[config.mk]
export PLATFORM = sky130hd
export DESIGN_NAME = resistor_ladder_keypad_debouncer_core
export DESIGN_NICKNAME = d
export VERILOG_FILES = /design/src/hw/rtl/rlk_pkg.sv /design/src/hw/rtl/rlk_fifo.sv /design/src/hw/rtl/rlk_front.sv /design/src/hw/rtl/rlk_back.sv /design/src/hw/rtl/resistor_ladder_keypad_debouncer_core.sv
export SDC_FILE = /design/constraint.sdc
export NUM_CORES = 1
export LEC_CHECK = 0
export ABC_AREA = 1
export BUFFER_PORTS_ARGS = -buffer_cell sky130_fd_sc_hd__buf_2
export CORE_MARGIN = 2
export CORE_UTILIZATION = 58
export CTS_BUF_LIST = sky130_fd_sc_hd__clkbuf_4
export CTS_CLUSTER_SIZE = 12
export DETAILED_ROUTE_END_ITERATION = 8
export GPL_TIMING_DRIVEN = 0
export PLACE_DENSITY = 0.89
export SLEW_MARGIN = 0
export SYNTH_ARGS = -nofsm -noshare
export SYNTH_HDL_FRONTEND = slang
export SYNTH_HIERARCHICAL = 1
export SYNTH_SLANG_ARGS = --single-unit
[constraint.sdc]
create_clock -name clk -period 2.2 [get_ports clk]
set_input_delay 0.33 -clock clk [delete_from_list [all_inputs] [get_ports clk]]
set_output_delay 0.33 -clock clk [all_outputs]
set_load 0.005 [all_outputs]
[src/hw/rtl/rlk_pkg.sv]
// rlk_pkg: shared types and constants of the resistor ladder keypad debouncer
// used by rlk_front, rlk_back and the core; no dependencies
`default_nettype none

package rlk_pkg;

	localparam int CODE_W    = 3;
	localparam int CNT_W     = 8;
	localparam int CFG_IDX_W = 3;
	localparam int THR_W     = 16;
	localparam int MAX_KEYS  = 7;

	localparam logic ACT_SCAN   = 1'b0;
	localparam logic ACT_REPEAT = 1'b1;

	localparam logic [CODE_W-1:0] KEY_NONE = '0;
	localparam logic [CNT_W-1:0]  CNT_MAX  = '1;

	localparam logic [CNT_W-1:0] EDGE_RESET = 8'd5;

	// threshold reset values, key 1 at index 0
	localparam logic [MAX_KEYS-1:0][THR_W-1:0] THR_RESET = {
		16'd1000, 16'd1000, 16'd800, 16'd600, 16'd400, 16'd200, 16'd50
	};

	typedef struct packed {
		logic              rep;
		logic [CODE_W-1:0] code;
	} scan_t;

endpackage

`default_nettype wire

[src/hw/rtl/rlk_fifo.sv]
// rlk_fifo: small register queue with push/full and pop/empty sides
// generic width and depth; no dependencies
`default_nettype none

module rlk_fifo #(
	parameter int WIDTH = 8,
	parameter int DEPTH = 2
) (
	input  wire logic             clk,
	input  wire logic             arst_n,
	input  wire logic             push,
	input  wire logic [WIDTH-1:0] wdata,
	output logic                  full,
	input  wire logic             pop,
	output logic      [WIDTH-1:0] rdata,
	output logic                  empty
);

	localparam int PW = (DEPTH > 1) ? $clog2(DEPTH) : 1;
	localparam int CW = $clog2(DEPTH + 1);

	logic [WIDTH-1:0] mem_q [DEPTH];
	logic [PW-1:0]    wr_ptr_q;
	logic [PW-1:0]    rd_ptr_q;
	logic [CW-1:0]    count_q;
	logic             do_push;
	logic             do_pop;

	assign full    = (count_q == CW'(DEPTH));
	assign empty   = (count_q == '0);
	assign do_push = push && !full;
	assign do_pop  = pop && !empty;
	assign rdata   = mem_q[rd_ptr_q];

	always_ff @(posedge clk) begin
		if (do_push) begin
			mem_q[wr_ptr_q] <= wdata;
		end
	end

	always_ff @(posedge clk or negedge arst_n) begin
		if (!arst_n) begin
			wr_ptr_q <= '0;
			rd_ptr_q <= '0;
			count_q  <= '0;
		end else begin
			if (do_push) begin
				wr_ptr_q <= (wr_ptr_q == PW'(DEPTH - 1)) ? '0 : wr_ptr_q + 1'b1;
			end
			if (do_pop) begin
				rd_ptr_q <= (rd_ptr_q == PW'(DEPTH - 1)) ? '0 : rd_ptr_q + 1'b1;
			end
			if (do_push && !do_pop) begin
				count_q <= count_q + 1'b1;
			end else if (do_pop && !do_push) begin
				count_q <= count_q - 1'b1;
			end
		end
	end

endmodule

`default_nettype wire

[src/hw/rtl/rlk_front.sv]
// rlk_front: accepts words and decodes the ladder sample into a key code
// depends on rlk_pkg
`default_nettype none

module rlk_front
	import rlk_pkg::*;
#(
	parameter int SAMPLE_BITS = 10,
	parameter int KEY_COUNT   = 5
) (
	input  wire logic                                 push,
	input  wire logic                                 action,
	input  wire logic [SAMPLE_BITS-1:0]               adc_sample,
	input  wire logic [KEY_COUNT-1:0][SAMPLE_BITS-1:0] thr,
	output logic                                      full,
	input  wire logic                                 q_full,
	output logic                                      q_push,
	output scan_t                                     q_item
);

	logic [CODE_W-1:0] code;

	// first threshold the sample lies below wins
	always_comb begin
		code = KEY_NONE;
		for (int k = KEY_COUNT - 1; k >= 0; k--) begin
			if (adc_sample < thr[k]) begin
				code = CODE_W'(k + 1);
			end
		end
	end

	assign full        = q_full;
	assign q_push      = push && !q_full;
	assign q_item.rep  = (action == ACT_REPEAT);
	assign q_item.code = code;

endmodule

`default_nettype wire

[src/hw/rtl/rlk_back.sv]
// rlk_back: debounce counter and press event generation
// depends on rlk_pkg
`default_nettype none

module rlk_back
	import rlk_pkg::*;
(
	input  wire logic             clk,
	input  wire logic             arst_n,
	input  wire logic [CNT_W-1:0] debounce_edge,
	input  wire logic             q_empty,
	input  wire scan_t            q_item,
	output logic                  q_pop,
	input  wire logic             out_full,
	output logic                  out_push,
	output logic     [CODE_W-1:0] out_code
);

	logic [CODE_W-1:0] last_key_q;
	logic [CNT_W-1:0]  count_q;
	logic [CODE_W-1:0] key_d;
	logic [CNT_W-1:0]  count_d;
	logic              emit;

	assign q_pop    = !q_empty && !out_full;
	assign out_push = q_pop && emit;
	assign out_code = q_item.code;

	always_comb begin
		key_d   = last_key_q;
		count_d = count_q;
		emit    = 1'b0;
		if (q_item.rep) begin
			if (count_q != '0) begin
				count_d = count_q - 1'b1;
			end
		end else if (q_item.code == KEY_NONE) begin
			if (last_key_q != KEY_NONE) begin
				if (count_q != '0) begin
					count_d = count_q - 1'b1;
				end else begin
					key_d = KEY_NONE;
				end
			end
		end else if (q_item.code != last_key_q) begin
			key_d   = q_item.code;
			count_d = '0;
		end else if (count_q < debounce_edge) begin
			count_d = count_q + 1'b1;
		end else if (count_q == debounce_edge) begin
			emit = 1'b1;
			if (count_q != CNT_MAX) begin
				count_d = count_q + 1'b1;
			end
		end
	end

	always_ff @(posedge clk or negedge arst_n) begin
		if (!arst_n) begin
			last_key_q <= KEY_NONE;
			count_q    <= '0;
		end else if (q_pop) begin
			last_key_q <= key_d;
			count_q    <= count_d;
		end
	end

endmodule

`default_nettype wire

[src/hw/rtl/resistor_ladder_keypad_debouncer_core.sv]
// resistor_ladder_keypad_debouncer_core: top level of the keypad debouncer
// depends on rlk_pkg, rlk_fifo, rlk_front, rlk_back
//
// usage
// input queue side: a word (action, adc_sample) is taken when push is high
// and full is low; action 0 is a scan with a ladder sample, 1 a repeat request
// result queue side: key_code of the oldest press event is valid while empty
// is low and leaves on a cycle with pop high
// config side: cfg_index/cfg_data written when cfg_valid is high; cfg_ready
// is always high; indexes 0..KEY_COUNT-1 are thresholds, KEY_COUNT the edge
// one word per cycle sustained while the result queue has room; a press event
// reaches the result side through the decode queue and the counter update
// a two-entry queue sits between decode and counter, another on the result
// side; when pop stays low the result queue fills, the counter stops, and
// full rises once the decode queue is also full
// reset: queues empty, no key held, count zero, thresholds 50/200/400/600/800,
// edge 5
`default_nettype none

module resistor_ladder_keypad_debouncer_core
	import rlk_pkg::*;
#(
	parameter int SAMPLE_BITS = 10,
	parameter int KEY_COUNT   = 5
) (
	input  wire logic                   clk,
	input  wire logic                   arst_n,
	input  wire logic                   push,
	output logic                        full,
	input  wire logic                   action,
	input  wire logic [SAMPLE_BITS-1:0] adc_sample,
	output logic                        empty,
	input  wire logic                   pop,
	output logic      [CODE_W-1:0]      key_code,
	input  wire logic                   cfg_valid,
	output logic                        cfg_ready,
	input  wire logic [CFG_IDX_W-1:0]   cfg_index,
	input  wire logic [((SAMPLE_BITS > CNT_W) ? SAMPLE_BITS : CNT_W)-1:0] cfg_data
);

	logic [KEY_COUNT-1:0][SAMPLE_BITS-1:0] thr_q;
	logic [CNT_W-1:0]                      edge_q;

	logic        mid_push;
	logic        mid_full;
	logic        mid_pop;
	logic        mid_empty;
	scan_t       mid_wdata;
	scan_t       mid_rdata;
	logic        out_push;
	logic        out_full;
	logic [CODE_W-1:0] out_code;

	assign cfg_ready = 1'b1;

	always_ff @(posedge clk or negedge arst_n) begin
		if (!arst_n) begin
			for (int k = 0; k < KEY_COUNT; k++) begin
				thr_q[k] <= THR_RESET[k][SAMPLE_BITS-1:0];
			end
			edge_q <= EDGE_RESET;
		end else if (cfg_valid) begin
			for (int k = 0; k < KEY_COUNT; k++) begin
				if (cfg_index == CFG_IDX_W'(k)) begin
					thr_q[k] <= cfg_data[SAMPLE_BITS-1:0];
				end
			end
			if (cfg_index == CFG_IDX_W'(KEY_COUNT)) begin
				edge_q <= cfg_data[CNT_W-1:0];
			end
		end
	end

	rlk_front #(
		.SAMPLE_BITS(SAMPLE_BITS),
		.KEY_COUNT  (KEY_COUNT)
	) u_front (
		.push      (push),
		.action    (action),
		.adc_sample(adc_sample),
		.thr       (thr_q),
		.full      (full),
		.q_full    (mid_full),
		.q_push    (mid_push),
		.q_item    (mid_wdata)
	);

	rlk_fifo #(
		.WIDTH($bits(scan_t)),
		.DEPTH(2)
	) u_mid_fifo (
		.clk   (clk),
		.arst_n(arst_n),
		.push  (mid_push),
		.wdata (mid_wdata),
		.full  (mid_full),
		.pop   (mid_pop),
		.rdata (mid_rdata),
		.empty (mid_empty)
	);

	rlk_back u_back (
		.clk          (clk),
		.arst_n       (arst_n),
		.debounce_edge(edge_q),
		.q_empty      (mid_empty),
		.q_item       (mid_rdata),
		.q_pop        (mid_pop),
		.out_full     (out_full),
		.out_push     (out_push),
		.out_code     (out_code)
	);

	rlk_fifo #(
		.WIDTH(CODE_W),
		.DEPTH(2)
	) u_out_fifo (
		.clk   (clk),
		.arst_n(arst_n),
		.push  (out_push),
		.wdata (out_code),
		.full  (out_full),
		.pop   (pop),
		.rdata (key_code),
		.empty (empty)
	);

endmodule

`default_nettype wire
==> tab_implementation.tex <==
\begin{tabular}{lr}
\hline
Metric & Value \\
\hline
\multicolumn{2}{l}{\textbf{Outcome}} \\
Run status & complete, but fails checks \\
Violated checks & DRC, setup timing \\
\multicolumn{2}{l}{\textbf{Synth}} \\
Primary flip-flop cell chosen by synthesis mapping & sky130\_fd\_sc\_hd\_\_dfrtp\_1 \\
Proportion of synthesized flip-flops having asynchronous set or reset & a little over four fifths \\
Portion of netlist area occupied by mux cells & 0\% \\
Cells taking the most area after synthesis & sky130\_fd\_sc\_hd\_\_dfrtp\_1 25\%, sky130\_fd\_sc\_hd\_\_nand2\_1 19\%, sky130\_fd\_sc\_hd\_\_ha\_1 12\% \\
Fraction of the yosys area taken by sequential cells & about 40\% \\
Post-synthesis adder-cell area fraction & roughly 12\% \\
Synthesized-area fraction occupied by and/or/nand/nor cells & $\sim$33\% \\
Post-synth EDFFs & 14 \\
Yosys synthesis warning count & 6 \\
Synthesized netlist net count & between 800 and 900 \\
Unique masters post-synth & 35 \\
Portion of synthesized cell area occupied by the leading cell type & 24.8\% \\
Most area-hungry cell type in the Yosys netlist & sky130\_fd\_sc\_hd\_\_dfrtp\_1 \\
Avg Synthesized Cell Area & roughly 7.6 um2 \\
Number of instances in the synthesized netlist & around 800 \\
Number of register bits inferred by synthesis & 91 \\
Xor/xnor cell area share of the yosys netlist & 1.47\% \\
Post-synth design cell area & between 5000 and 6000 um2 \\
Main combinational cell family by area after synthesis & simple AND/OR/NAND/NOR gates \\
Synth Area in Compound Gates & about 4.6\% \\
\multicolumn{2}{l}{\textbf{Place}} \\
Number of buffers added on ports & 32 \\
DPL Wire Length & 9600 um \\
Placer's final routability congestion estimate & about 0.9 \\
\multicolumn{2}{l}{\textbf{Min path}} \\
Min-Delay Path Class & input port to flop \\
Worst Hold Launch & action \\
\multicolumn{2}{l}{\textbf{Detailed routing}} \\
Detailed-routing iteration count for the pre-antenna-repair pass & 9 \\
Number of design rule violations left after detail routing & 4 \\
DRT antenna net count & 0 \\
Total wire length & about 13000 um \\
Vias after detailed routing & approximately 5100 \\
Initial DRC count & roughly 370 \\
Vias per Instance & around 5.2 \\
Wire length per cell & 12.9 um \\
\multicolumn{2}{l}{\textbf{CTS}} \\
Cell chosen for the clock root & sky130\_fd\_sc\_hd\_\_clkbuf\_4 \\
Total clock sinks & 91 \\
Max clock buf depth & 2 \\
TritonCTS clock tree & done \\
\# H-tree levels & 3 \\
Clock transition time at the flip-flop clock pins of the worst setup and hold paths & 140 ps \\
CTS buffer count & 9 \\
Clock latency on the worst-skew pair & approximately 430 ps \\
\multicolumn{2}{l}{\textbf{Timing}} \\
Number of pins exceeding their max-slew limit in the final report & 0 \\
Setup repair after global routing missed its margin & yes \\
Number of hold violations in the final report & 0 \\
Final period utilization & 100\% \\
Final critical-path setup slack & -7.10 ps \\
Final Hold Slack & about 80 ps \\
Transition at the pin with the smallest max-transition slack & around 520 ps \\
Max Clock Skew & 11.9 ps \\
Peak Freq & 453 MHz \\
Min Clock Period, post-route & between 2000 and 2500 ps \\
Final-layout setup total negative slack & -21.0 ps \\
Final setup violation count & 3 \\
Slew headroom & about 65\% \\
\multicolumn{2}{l}{\textbf{Global routing}} \\
Overflow after GRT & 0 \\
First-pass GRT wire length & roughly 22000 um \\
Overall track demand over capacity in global routing & 24.3\% \\
Maximum number of pins on one net before global-route repair & roughly 40 \\
Antenna violations before repair & 1 \\
Vias in the first global route & between 4000 and 5000 \\
\multicolumn{2}{l}{\textbf{Critical path}} \\
Worst reg2reg path startpoint & edge\_q[2]\$\_DFFE\_PN1P\_ \\
Largest fanout on the critical path & 3 \\
Endpoint kind of the worst setup timing path & flop \\
Type of the worst setup path & flop to flop \\
First element of the critical path & edge\_q[2]\$\_DFFE\_PN1P\_ \\
Data required time of the worst path & about 2400 ps \\
Data arrival, critical path & approximately 2400 ps \\
Element type at the critical path start & flop \\
\multicolumn{2}{l}{\textbf{Final layout}} \\
Net count of the finished layout & 922 \\
Commonest non-fill, non-tap cell in the layout & sky130\_fd\_sc\_hd\_\_nand2\_1 \\
Most frequent cells in the layout & 295 x sky130\_fd\_sc\_hd\_\_nand2\_1, 90 x sky130\_fd\_sc\_hd\_\_inv\_1, 64 x sky130\_fd\_sc\_hd\_\_nand3\_1 \\
Area added between synthesis and finish & 10.5\% \\
Fraction of final layout cells sized beyond drive strength 1 & just under 20\% \\
\multicolumn{2}{l}{\textbf{Die}} \\
Die span in y & roughly 110 um \\
Placement Rows & 36 \\
Die width & about 110 um \\
Effective utilization at floorplan & roughly three fifths \\
IO Count & 35 \\
Die area & approximately 11000 um2 \\
Core area & 9860 um2 \\
\multicolumn{2}{l}{\textbf{Power and ir drop}} \\
Static leakage & 3.51 nW \\
Peak VDD IR & a little under 500 uV \\
Pwr Density & between 900 and 1000 nW/um2 \\
\multicolumn{2}{l}{\textbf{Job}} \\
MaxCap Viol Count & 0 \\
\hline
\end{tabular}
flip-flops by register name, summed over array words and instances (netlist names):
register             flops
u_mid_fifo/mem_q         8
u_out_fifo/wr_ptr_q      1
u_back/last_key_q        3
u_mid_fifo/rd_ptr_q      1
u_back/count_q           8
u_mid_fifo/wr_ptr_q      1
thr_q                   50
u_out_fifo/mem_q         6
u_out_fifo/count_q       2
u_mid_fifo/count_q       2
edge_q                   8
u_out_fifo/rd_ptr_q      1
path summary, 6_finish.rpt:
check                                                   end  slack, ps  cells after the start
max                        u_out_fifo/mem_q[0][2]$_DFFE_PP_         -7                     13
min                        u_mid_fifo/mem_q[1][3]$_DFFE_PP_         80                      1
max reg2reg                u_out_fifo/mem_q[0][2]$_DFFE_PP_         -7                     13
min reg2reg                           thr_q[13]$_DFFE_PN1P_        470                      2
max in group asynchronous             thr_q[16]$_DFFE_PN1P_       1150                      3
min in group asynchronous             thr_q[32]$_DFFE_PN0P_        390                      2
power breakdown:
part           internal [W]  total (W)  switching, W
Sequential          0.00219    0.00250      0.000310
Clock              0.000218   0.000779      0.000561
Combinational       0.00127    0.00328       0.00201
critical path: stages, from the launching register on:
cell and delay [ps]:
sky130_fd_sc_hd__dfstp_2 560, sky130_fd_sc_hd__inv_2 50, sky130_fd_sc_hd__ha_4 270, sky130_fd_sc_hd__nand2_4 50, sky130_fd_sc_hd__o21bai_1 150, sky130_fd_sc_hd__nand2_1 100
sky130_fd_sc_hd__nand2_2 60, sky130_fd_sc_hd__nand2_2 60, sky130_fd_sc_hd__and3_4 190, sky130_fd_sc_hd__inv_2 40, sky130_fd_sc_hd__nor2_4 140, sky130_fd_sc_hd__buf_4 130
sky130_fd_sc_hd__nand2_1 60, sky130_fd_sc_hd__inv_2 80
per-stage QoR:
step	power [W]	setup slack (ps)	instances	utilization, %	area [um2]
floorplan	0.00476	114	781	-	5940
global placement	0.00534	-143	946	63.6	6270
detailed placement	0.00548	-212	947	63.8	6290
CTS	0.00637	-15.8	969	65.7	6480
global route	0.00715	-133	974	66.6	6570
finish	0.00656	-7.10	974	66.6	6570
layer usage:
metal	vias to the layer above	track usage (%)	routed length, um
li1	2569	-	-
met1	2339	32.7	5840
met2	123	40.3	5980
met3	21	3.34	549
met4	0	8.38	191
met5	-	0	0
kinds of logic (layout without fill, tap and decap cells):
group	count (synthesis)	after routing
AO/OA/AOI/OAI	46	46
adder cells (fa/ha/maj)	58	58
flip-flops	91	91
AND/OR/NAND/NOR	453	453
other	1	2
XOR/XNOR	10	10
buffers and inverters	122	181
synthesized netlist by cell type, types with 2 or more instances:
library cell and instances:
sky130_fd_sc_hd__inv_2 8, sky130_fd_sc_hd__a21o_1 4, sky130_fd_sc_hd__nand4_1 6, sky130_fd_sc_hd__buf_6 2, sky130_fd_sc_hd__o21ai_0 11, sky130_fd_sc_hd__nand3_2 4, sky130_fd_sc_hd__xor2_1 7, sky130_fd_sc_hd__o21ai_1 8
sky130_fd_sc_hd__clkinv_1 2, sky130_fd_sc_hd__ha_1 58, sky130_fd_sc_hd__xnor2_1 3, sky130_fd_sc_hd__nor2_1 34, sky130_fd_sc_hd__edfxtp_1 14, sky130_fd_sc_hd__inv_1 96, sky130_fd_sc_hd__nand3b_1 3, sky130_fd_sc_hd__dfrtp_1 59
sky130_fd_sc_hd__nand2_1 304, sky130_fd_sc_hd__o21a_1 2, sky130_fd_sc_hd__nor3_1 4, sky130_fd_sc_hd__a21oi_1 18, sky130_fd_sc_hd__buf_2 2, sky130_fd_sc_hd__nor2_2 13, sky130_fd_sc_hd__nand3_1 65, sky130_fd_sc_hd__buf_4 12
sky130_fd_sc_hd__nand2_2 10, sky130_fd_sc_hd__nand2_4 2, sky130_fd_sc_hd__dfstp_2 18, sky130_fd_sc_hd__nor2_4 5
timing repair:
item	in CTS	in global routing
pin swaps	9	9
setup endpoints to repair	8	8
buffers inserted	5	4
endpoints found under the hold margin	30	0
resized for setup	11	21
hold buffers	1	0
layout make-up:
type,instances,area (um2)
Antenna cell,1,2.50
Multi-Input combinational cell,568,3140
Sequential cell,91,2370
Clock inverter,7,35.0
Inverter,106,400
Tap cell,133,166
Clock buffer,9,67.6
Timing Repair Buffer,43,260
Buffer,16,123
Fill cell,777,3290
(Power assumes the default switching activity.)
